### config.mk
export PLATFORM = sky130hd
export DESIGN_NAME = gimbal_setpoint_patrol_generator
export DESIGN_NICKNAME = d
export VERILOG_FILES = /design/src/sv/gspg_pkg.sv /design/src/sv/gimbal_setpoint_patrol_generator.sv
export SDC_FILE = /design/constraint.sdc
export NUM_CORES = 1
export LEC_CHECK = 0
export BUFFER_PORTS_ARGS = -buffer_cell sky130_fd_sc_hd__buf_2
export CAP_MARGIN = 10
export CORE_ASPECT_RATIO = 2
export CORE_MARGIN = 5
export CORE_UTILIZATION = 30
export CTS_BUF_LIST = sky130_fd_sc_hd__clkbuf_8
export CTS_CLUSTER_SIZE = 14
export DETAILED_ROUTE_END_ITERATION = 10
export GPL_TIMING_DRIVEN = 0
export PLACE_DENSITY = 0.49
export SETUP_SLACK_MARGIN = 0.05
export SYNTH_ARGS = -nofsm -noshare
export SYNTH_HDL_FRONTEND = slang
export SYNTH_SLANG_ARGS = --single-unit
### constraint.sdc
create_clock -name aclk -period 7.1 [get_ports aclk]
set_clock_uncertainty 0.1 [all_clocks]
set_input_delay 1.065 -clock aclk [delete_from_list [all_inputs] [get_ports aclk]]
set_output_delay 1.065 -clock aclk [all_outputs]
set_load 0.005 [all_outputs]
### src/sv/gspg_pkg.sv
// gspg_pkg: shared types, constants and the sweep and deadband helper
// functions for the gimbal setpoint patrol generator
// no dependencies
package gspg_pkg;

    // angle units are 1/64 degree
    localparam int unsigned ANGLE_W  = 15;
    localparam int unsigned TARGET_W = 16;
    localparam int unsigned BAND_W   = 8;
    localparam int unsigned CFG_IDX_W = 3;

    localparam logic signed [TARGET_W-1:0] HALF_TURN = 16'sd11520;
    localparam logic signed [TARGET_W-1:0] FULL_TURN = 16'sd23040;

    // configuration register indexes
    localparam logic [CFG_IDX_W-1:0] REG_YAW_DEADBAND     = 3'd0;
    localparam logic [CFG_IDX_W-1:0] REG_PITCH_DEADBAND   = 3'd1;
    localparam logic [CFG_IDX_W-1:0] REG_PITCH_HIGH_FREE  = 3'd2;
    localparam logic [CFG_IDX_W-1:0] REG_PITCH_LOW_FREE   = 3'd3;
    localparam logic [CFG_IDX_W-1:0] REG_YAW_HIGH_TRACK   = 3'd4;
    localparam logic [CFG_IDX_W-1:0] REG_YAW_LOW_TRACK    = 3'd5;
    localparam logic [CFG_IDX_W-1:0] REG_PITCH_HIGH_TRACK = 3'd6;
    localparam logic [CFG_IDX_W-1:0] REG_PITCH_LOW_TRACK  = 3'd7;

    // configuration reset values
    localparam logic signed [ANGLE_W-1:0] PITCH_HIGH_FREE_RST  = 15'sd2240;
    localparam logic signed [ANGLE_W-1:0] PITCH_LOW_FREE_RST   = 15'sd640;
    localparam logic signed [ANGLE_W-1:0] YAW_HIGH_TRACK_RST   = 15'sd5120;
    localparam logic signed [ANGLE_W-1:0] YAW_LOW_TRACK_RST    = -15'sd1280;
    localparam logic signed [ANGLE_W-1:0] PITCH_HIGH_TRACK_RST = 15'sd2560;
    localparam logic signed [ANGLE_W-1:0] PITCH_LOW_TRACK_RST  = 15'sd256;

    typedef struct packed {
        logic signed [TARGET_W-1:0] target;
        logic                       down;
    } sweep_res_t;

    // one sweep step: rise toward high unless descending, then (same tick) fall toward low if descending
    function automatic sweep_res_t sweep(
        input logic signed [ANGLE_W-1:0] meas,
        input logic signed [ANGLE_W-1:0] cmd,
        input logic signed [ANGLE_W-1:0] hi,
        input logic signed [ANGLE_W-1:0] lo,
        input logic                      down
    );
        logic signed [TARGET_W-1:0] m16;
        logic signed [TARGET_W-1:0] c16;
        logic signed [TARGET_W-1:0] h16;
        logic signed [TARGET_W-1:0] l16;
        logic signed [TARGET_W-1:0] t;
        logic                       d;
        sweep_res_t                 res;
        m16 = {meas[ANGLE_W-1], meas};
        c16 = {cmd[ANGLE_W-1], cmd};
        h16 = {hi[ANGLE_W-1], hi};
        l16 = {lo[ANGLE_W-1], lo};
        t   = '0;
        d   = down;
        if (!d) begin
            t = m16 + c16;
            if (t > h16) begin
                d = 1'b1;
                t = h16;
            end
        end
        if (d) begin
            t = m16 - c16;
            if (t < l16) begin
                d = 1'b0;
                t = l16;
            end
        end
        res.target = t;
        res.down   = d;
        return res;
    endfunction

    // whole-degree magnitude of a command compared with a deadband
    function automatic logic past_deadband(
        input logic signed [ANGLE_W-1:0] cmd,
        input logic [BAND_W-1:0]         band
    );
        logic [ANGLE_W-1:0] mag;
        mag = cmd[ANGLE_W-1] ? (~cmd + 1'b1) : cmd;
        return (mag >> 6) > {{(ANGLE_W-BAND_W){1'b0}}, band};
    endfunction

endpackage

### src/sv/gimbal_setpoint_patrol_generator.sv
// gimbal_setpoint_patrol_generator: top level, request register, setpoint logic,
// target state and result register
// depends on gspg_pkg
//
// usage
//   input requests (s_valid/s_ready) carry the mode flags, measured angles
//   and commands for one control tick; each request gives exactly one result
//   on m_valid/m_ready with the new yaw and pitch setpoints and the sweep
//   direction flags after that tick.
//   configuration goes through cfg_we/cfg_index/cfg_wdata, one register per
//   cycle, and should only be written while no request is in flight.
// flow and throughput
//   a request is captured in the input register, then processed into the
//   result register once the result slot is free. one request per cycle
//   is sustained while m_ready stays high; the target and direction state
//   is updated in the same cycle that writes the result.
// reset
//   aresetn (synchronous, active low) empties both stages, zeroes the targets
//   and direction flags and loads the default limits and zero deadbands.
// stall
//   while m_ready is low a held result blocks the processing stage; the
//   input register still takes one more request, then s_ready drops.
module gimbal_setpoint_patrol_generator (
    input  logic                               aclk,
    input  logic                               aresetn,
    // input requests
    input  logic                               s_valid,
    output logic                               s_ready,
    input  logic                               s_tracking_on,
    input  logic                               s_patrol_on,
    input  logic signed [gspg_pkg::ANGLE_W-1:0] s_yaw_measured,
    input  logic signed [gspg_pkg::ANGLE_W-1:0] s_pitch_measured,
    input  logic signed [gspg_pkg::ANGLE_W-1:0] s_yaw_command,
    input  logic signed [gspg_pkg::ANGLE_W-1:0] s_pitch_command,
    // results
    output logic                               m_valid,
    input  logic                               m_ready,
    output logic signed [gspg_pkg::ANGLE_W-1:0]  m_yaw_setpoint,
    output logic signed [gspg_pkg::TARGET_W-1:0] m_pitch_setpoint,
    output logic                               m_yaw_descending,
    output logic                               m_pitch_descending,
    // configuration
    input  logic                               cfg_we,
    input  logic [gspg_pkg::CFG_IDX_W-1:0]     cfg_index,
    input  logic [gspg_pkg::ANGLE_W-1:0]       cfg_wdata
);

    // configuration registers
    logic [gspg_pkg::BAND_W-1:0]         yaw_band_reg;
    logic [gspg_pkg::BAND_W-1:0]         pitch_band_reg;
    logic signed [gspg_pkg::ANGLE_W-1:0] pitch_high_free_reg;
    logic signed [gspg_pkg::ANGLE_W-1:0] pitch_low_free_reg;
    logic signed [gspg_pkg::ANGLE_W-1:0] yaw_high_track_reg;
    logic signed [gspg_pkg::ANGLE_W-1:0] yaw_low_track_reg;
    logic signed [gspg_pkg::ANGLE_W-1:0] pitch_high_track_reg;
    logic signed [gspg_pkg::ANGLE_W-1:0] pitch_low_track_reg;

    // input stage
    logic                                in_valid_reg;
    logic                                tracking_reg;
    logic                                patrol_reg;
    logic signed [gspg_pkg::ANGLE_W-1:0] yaw_meas_reg;
    logic signed [gspg_pkg::ANGLE_W-1:0] pitch_meas_reg;
    logic signed [gspg_pkg::ANGLE_W-1:0] yaw_cmd_reg;
    logic signed [gspg_pkg::ANGLE_W-1:0] pitch_cmd_reg;

    // target state
    logic signed [gspg_pkg::TARGET_W-1:0] yaw_target_reg;
    logic signed [gspg_pkg::TARGET_W-1:0] pitch_target_reg;
    logic                                 yaw_down_reg;
    logic                                 pitch_down_reg;
    logic signed [gspg_pkg::TARGET_W-1:0] yaw_target_next;
    logic signed [gspg_pkg::TARGET_W-1:0] pitch_target_next;
    logic                                 yaw_down_next;
    logic                                 pitch_down_next;

    // result stage
    logic                                 out_valid_reg;
    logic signed [gspg_pkg::ANGLE_W-1:0]  yaw_set_reg;
    logic signed [gspg_pkg::TARGET_W-1:0] pitch_set_reg;
    logic                                 yaw_desc_reg;
    logic                                 pitch_desc_reg;

    logic advance;
    logic take_in;

    logic signed [gspg_pkg::TARGET_W-1:0] ym16;
    logic signed [gspg_pkg::TARGET_W-1:0] pm16;
    logic signed [gspg_pkg::TARGET_W-1:0] yc16;
    logic signed [gspg_pkg::TARGET_W-1:0] pc16;
    logic signed [gspg_pkg::TARGET_W-1:0] yaw_raw;
    gspg_pkg::sweep_res_t                 yaw_sw;
    gspg_pkg::sweep_res_t                 pitch_sw;

    // handshake: processing moves when the result slot is free
    assign advance = in_valid_reg && (!out_valid_reg || m_ready);
    assign s_ready = !in_valid_reg || advance;
    assign take_in = s_valid && s_ready;

    // configuration writes
    always_ff @(posedge aclk) begin
        if (!aresetn) begin
            yaw_band_reg         <= '0;
            pitch_band_reg       <= '0;
            pitch_high_free_reg  <= gspg_pkg::PITCH_HIGH_FREE_RST;
            pitch_low_free_reg   <= gspg_pkg::PITCH_LOW_FREE_RST;
            yaw_high_track_reg   <= gspg_pkg::YAW_HIGH_TRACK_RST;
            yaw_low_track_reg    <= gspg_pkg::YAW_LOW_TRACK_RST;
            pitch_high_track_reg <= gspg_pkg::PITCH_HIGH_TRACK_RST;
            pitch_low_track_reg  <= gspg_pkg::PITCH_LOW_TRACK_RST;
        end else if (cfg_we) begin
            case (cfg_index)
                gspg_pkg::REG_YAW_DEADBAND:
                    yaw_band_reg <= cfg_wdata[gspg_pkg::BAND_W-1:0];
                gspg_pkg::REG_PITCH_DEADBAND:
                    pitch_band_reg <= cfg_wdata[gspg_pkg::BAND_W-1:0];
                gspg_pkg::REG_PITCH_HIGH_FREE:  pitch_high_free_reg  <= cfg_wdata;
                gspg_pkg::REG_PITCH_LOW_FREE:   pitch_low_free_reg   <= cfg_wdata;
                gspg_pkg::REG_YAW_HIGH_TRACK:   yaw_high_track_reg   <= cfg_wdata;
                gspg_pkg::REG_YAW_LOW_TRACK:    yaw_low_track_reg    <= cfg_wdata;
                gspg_pkg::REG_PITCH_HIGH_TRACK: pitch_high_track_reg <= cfg_wdata;
                gspg_pkg::REG_PITCH_LOW_TRACK:  pitch_low_track_reg  <= cfg_wdata;
                default: ;
            endcase
        end
    end

    // input register
    always_ff @(posedge aclk) begin
        if (!aresetn) begin
            in_valid_reg <= 1'b0;
        end else if (take_in) begin
            in_valid_reg <= 1'b1;
        end else if (advance) begin
            in_valid_reg <= 1'b0;
        end
    end

    always_ff @(posedge aclk) begin
        if (take_in) begin
            tracking_reg   <= s_tracking_on;
            patrol_reg     <= s_patrol_on;
            yaw_meas_reg   <= s_yaw_measured;
            pitch_meas_reg <= s_pitch_measured;
            yaw_cmd_reg    <= s_yaw_command;
            pitch_cmd_reg  <= s_pitch_command;
        end
    end

    // setpoint logic
    always_comb begin
        ym16 = {yaw_meas_reg[gspg_pkg::ANGLE_W-1], yaw_meas_reg};
        pm16 = {pitch_meas_reg[gspg_pkg::ANGLE_W-1], pitch_meas_reg};
        yc16 = {yaw_cmd_reg[gspg_pkg::ANGLE_W-1], yaw_cmd_reg};
        pc16 = {pitch_cmd_reg[gspg_pkg::ANGLE_W-1], pitch_cmd_reg};

        yaw_sw = gspg_pkg::sweep(yaw_meas_reg, yaw_cmd_reg, yaw_high_track_reg,
                                 yaw_low_track_reg, yaw_down_reg);
        if (tracking_reg) begin
            pitch_sw = gspg_pkg::sweep(pitch_meas_reg, pitch_cmd_reg,
                                       pitch_high_track_reg, pitch_low_track_reg,
                                       pitch_down_reg);
        end else begin
            pitch_sw = gspg_pkg::sweep(pitch_meas_reg, pitch_cmd_reg,
                                       pitch_high_free_reg, pitch_low_free_reg,
                                       pitch_down_reg);
        end

        yaw_raw           = yaw_target_reg;
        pitch_target_next = pitch_target_reg;
        yaw_down_next     = yaw_down_reg;
        pitch_down_next   = pitch_down_reg;

        if (!tracking_reg) begin
            if (patrol_reg) begin
                yaw_raw           = ym16 - yc16;
                pitch_target_next = pitch_sw.target;
                pitch_down_next   = pitch_sw.down;
            end else begin
                if (gspg_pkg::past_deadband(yaw_cmd_reg, yaw_band_reg)) begin
                    yaw_raw = ym16 - yc16;
                end
                if (gspg_pkg::past_deadband(pitch_cmd_reg, pitch_band_reg)) begin
                    pitch_target_next = pm16 + pc16;
                end
            end
        end else begin
            if (patrol_reg) begin
                yaw_raw           = yaw_sw.target;
                yaw_down_next     = yaw_sw.down;
                pitch_target_next = pitch_sw.target;
                pitch_down_next   = pitch_sw.down;
            end else begin
                yaw_raw           = yc16;
                pitch_target_next = pc16;
            end
        end

        // yaw wrap, one full-turn correction
        if (yaw_raw > gspg_pkg::HALF_TURN) begin
            yaw_target_next = yaw_raw - gspg_pkg::FULL_TURN;
        end else if (yaw_raw < -gspg_pkg::HALF_TURN) begin
            yaw_target_next = yaw_raw + gspg_pkg::FULL_TURN;
        end else begin
            yaw_target_next = yaw_raw;
        end
    end

    // target state update
    always_ff @(posedge aclk) begin
        if (!aresetn) begin
            yaw_target_reg   <= '0;
            pitch_target_reg <= '0;
            yaw_down_reg     <= 1'b0;
            pitch_down_reg   <= 1'b0;
        end else if (advance) begin
            yaw_target_reg   <= yaw_target_next;
            pitch_target_reg <= pitch_target_next;
            yaw_down_reg     <= yaw_down_next;
            pitch_down_reg   <= pitch_down_next;
        end
    end

    // result register
    always_ff @(posedge aclk) begin
        if (!aresetn) begin
            out_valid_reg <= 1'b0;
        end else if (advance) begin
            out_valid_reg <= 1'b1;
        end else if (m_ready) begin
            out_valid_reg <= 1'b0;
        end
    end

    always_ff @(posedge aclk) begin
        if (advance) begin
            yaw_set_reg    <= yaw_target_next[gspg_pkg::ANGLE_W-1:0];
            pitch_set_reg  <= pitch_target_next;
            yaw_desc_reg   <= yaw_down_next;
            pitch_desc_reg <= pitch_down_next;
        end
    end

    assign m_valid            = out_valid_reg;
    assign m_yaw_setpoint     = yaw_set_reg;
    assign m_pitch_setpoint   = pitch_set_reg;
    assign m_yaw_descending   = yaw_desc_reg;
    assign m_pitch_descending = pitch_desc_reg;

endmodule

==> results.cfg <==
[global_route]
grt_pass1_vias = 15540
grt_start_max_net_pins = 43
track_usage_pct = 21.77
grt_remaining_overflow = 0
antenna_found_initial = 4
grt_pass1_wl_um = 97060

[clocking]
holdBufCountCts = 0
cts-root-buf = clkbuf_8
cts_max_level = 2
path_clk_slew_ns = 0.06
cts_buffer_depth = 3
clock_latency_ns = 0.59
clock_sinks = 237
cts_tree = built
cts_buffers = 41

[routing]
dr.first_iter.drc_count = 807
firstDrtPassIters = 5
drc = 0
route.antenna.remaining_nets = 0
vias = 15170
viasPerCell = 5.419
wl_um = 66810
routedWlPerCell_um = 23.87

[synthesis]
yosys_most_used_dff = dfxtp_1
synthesis.nets = 2192
synth_top_area_share_pct = 17.39
async_flop_share_pct = 0
seq_area_frac_synth_pct = 34.72
yosys_warnings = 0
avgSynthCellArea_um2 = 8.495
synth.most_common_cell = nand2_1
syn_inst = 1931
ys_top_cells_by_count = 294 x nand2_1, 185 x inv_1, 177 x a21oi_1
netlist_area_mm2 = 0.01640
yosysTopAreaCell = edfxtp_1
ys_types = 102
yosys_register_bits = 237
synth_area_leaders = edfxtp_1 17%, dfxtp_1 17%, ha_1 13%
synth_edf_count = 95

[floorplan]
design.portCount = 120
core_area_mm2 = 0.05435
die-area_mm2 = 0.05974
start_util_pct = 30.18
die_w_um = 175.4
fp.dieH_um = 340.7
std_cell_rows = 121

[timing]
finalCritPeriodShare_pct = 96.36
final_hold_viol_count = 0
fmaxAchievable_mhz = 146.2
drv_slew = 0
setup_violations = 0
fin_setup_tns_ns = 0
min_period_ns = 6.842
whs_ns = 0.3553
max_slew.worst_pin.slew_ns = 1.354
relSlewSlack_pct = 9.218
rsz0062_at_grt = no

[critical_path]
worstSetupPathType = reg -> reg
cp.required_ns = 7.48
endpoint_kind = flip-flop
cp.arrival_ns = 7.22
critical-path-top-delay-family = simple AND/OR/NAND/NOR gates
cp_max_fo = 10
slowest_stage = xnor2_1
path_buf_inv = 3
worstPathCellList = inv_1 -> ha_1 -> nor3_2 -> o21a_1 -> a31oi_4 -> a31oi_2 -> xnor2_1 -> ha_1 -> nand4_2 -> nor3_1 -> or3_1 -> or4_4 -> a31oi_4 -> buf_4 -> o21ai_1 -> o31ai_1 -> o21ai_1 -> or4_4 -> a211oi_4 -> buf_4 -> mux2i_2 -> xnor2_2 -> o21ba_1
max_stage_delay_ns = 0.68
r2r_cells = 23
critical_path_depth = 23
crit_path_start_kind = flip-flop

[placement]
dpl.hpwl_um = 53420
port_buffers = 108
place.gp.congestion = 0.9609

[finish]
seqCellArea_mm2 = 0.005695
synthToLayoutAreaGrowth_pct = 15.53
multiInputGateArea_mm2 = 0.009803
n_fill_cell = 5712
drive_gt1_share_pct = 13.55
nNetsFinal = 2354

[power]
vdd_ir_drop_max_v = 0.00009905
leakage_nw = 7.493
power_density_mw_per_mm2 = 238.7

[hold_path]
hp-class = reg -> reg
hold_depth = 2

[job]
drv_cap = 0

[outcome]
status = complete, no violations
## worst reg2reg max path: cells and delay by family, from the launching register on
kind | cells | cell delay [ns]
adders and majority gates | 2 | 0.88
buffers and inverters | 3 | 0.53
xor gates and xnor gates | 2 | 0.87
DFF | 1 | 0.42
AOI/OAI and AO/OA | 9 | 1.90
and+or+nand+nor | 6 | 1.96
muxes | 1 | 0.08
## power by group
group | internal (mW) | total [mW] | switching [mW]
sequential | 1.51 | 1.57 | 0.0539
clock | 0.671 | 1.28 | 0.613
combinational | 0.599 | 1.68 | 1.08
## stage by stage
| stage | cells | cell area [um^2] | utilization, % | setup slack [ns] | total power, mW |
|---|---|---|---|---|---|
| 2_1_floorplan | 1931 | 16400 | - | 1.131 | 2.601 |
| 3_3_place_gp | 2715 | 17790 | 32.73 | -1.000 | 3.163 |
| 3_5_place_dp | 2717 | 17830 | 32.81 | -0.8842 | 3.188 |
| 4_1_cts | 2789 | 18810 | 34.60 | 0.08729 | 4.540 |
| 5_1_grt | 2798 | 18950 | 34.87 | 0.05221 | 4.755 |
| 6_report | 2799 | 18950 | 34.87 | 0.2583 | 4.524 |
## final timing paths
check	start	end	slack, ns
setup / recovery	yaw_cmd_reg[7]	yaw_target_reg[9]	0.26
hold reg to reg	pitch_high_track_reg[10]	pitch_high_track_reg[10]	0.36
setup reg to reg	yaw_cmd_reg[7]	yaw_target_reg[9]	0.26
hold / removal	pitch_high_track_reg[10]	pitch_high_track_reg[10]	0.36
## per-layer routing
layer	track usage, %	share of wire, %
met2	42.14	54
met4	18.73	10
met1	19.39	32
met5	0	0
met3	2.627	3.3
## cells by family (layout without fill, tap and decap cells)
group                      after synthesis  in the layout  synth area share, %
DFF                                    237            237                34.72
buffers and inverters                  280            467                7.055
other                                    0              5                    0
AOI/OAI and AO/OA                      530            530                21.73
muxes                                   41             41                2.692
adders and majority gates              176            176                13.61
xor gates and xnor gates                64             64                3.463
and+or+nand+nor                        603            603                16.73
## layout by cell type (no fill, tap or decap), types with 12 or more instances in the layout
| cell type | instances |
|---|---|
| nor3_1 | 42 |
| dfxtp_1 | 142 |
| nor2b_1 | 24 |
| clkbuf_1 | 58 |
| a21o_1 | 26 |
| o21a_1 | 23 |
| inv_1 | 199 |
| xnor2_1 | 49 |
| clkbuf_2 | 12 |
| nand3_1 | 37 |
| edfxtp_1 | 95 |
| a21oi_1 | 175 |
| buf_4 | 14 |
| nand2b_1 | 22 |
| o21ai_0 | 63 |
| o31ai_1 | 20 |
| ha_1 | 172 |
| nand4_1 | 16 |
| nor2_1 | 101 |
| a211oi_1 | 25 |
| mux2i_1 | 26 |
| mux2_2 | 12 |
| nand2_1 | 294 |
| buf_2 | 110 |
| a31oi_1 | 19 |
| o211ai_1 | 29 |
| clkbuf_8 | 53 |
## timing repair
item / in CTS / in global routing
gates resized for setup: 31 / 20
pin swaps: 4 / 5
endpoints found under the setup margin: 17 / 26
buffers inserted: 5 / 6
## area by class of cell
class	count	share of cell area [%]
clock buffer	47	3.413
multi-input combinational	1414	51.73
inverter	188	3.724
antenna	5	0.06602
tap	676	4.463
timing repair buffer	121	3.453
clock inverter	21	0.7130
buffer	90	2.390
sequential	237	30.05
Power figures use the tool's default switching activity.
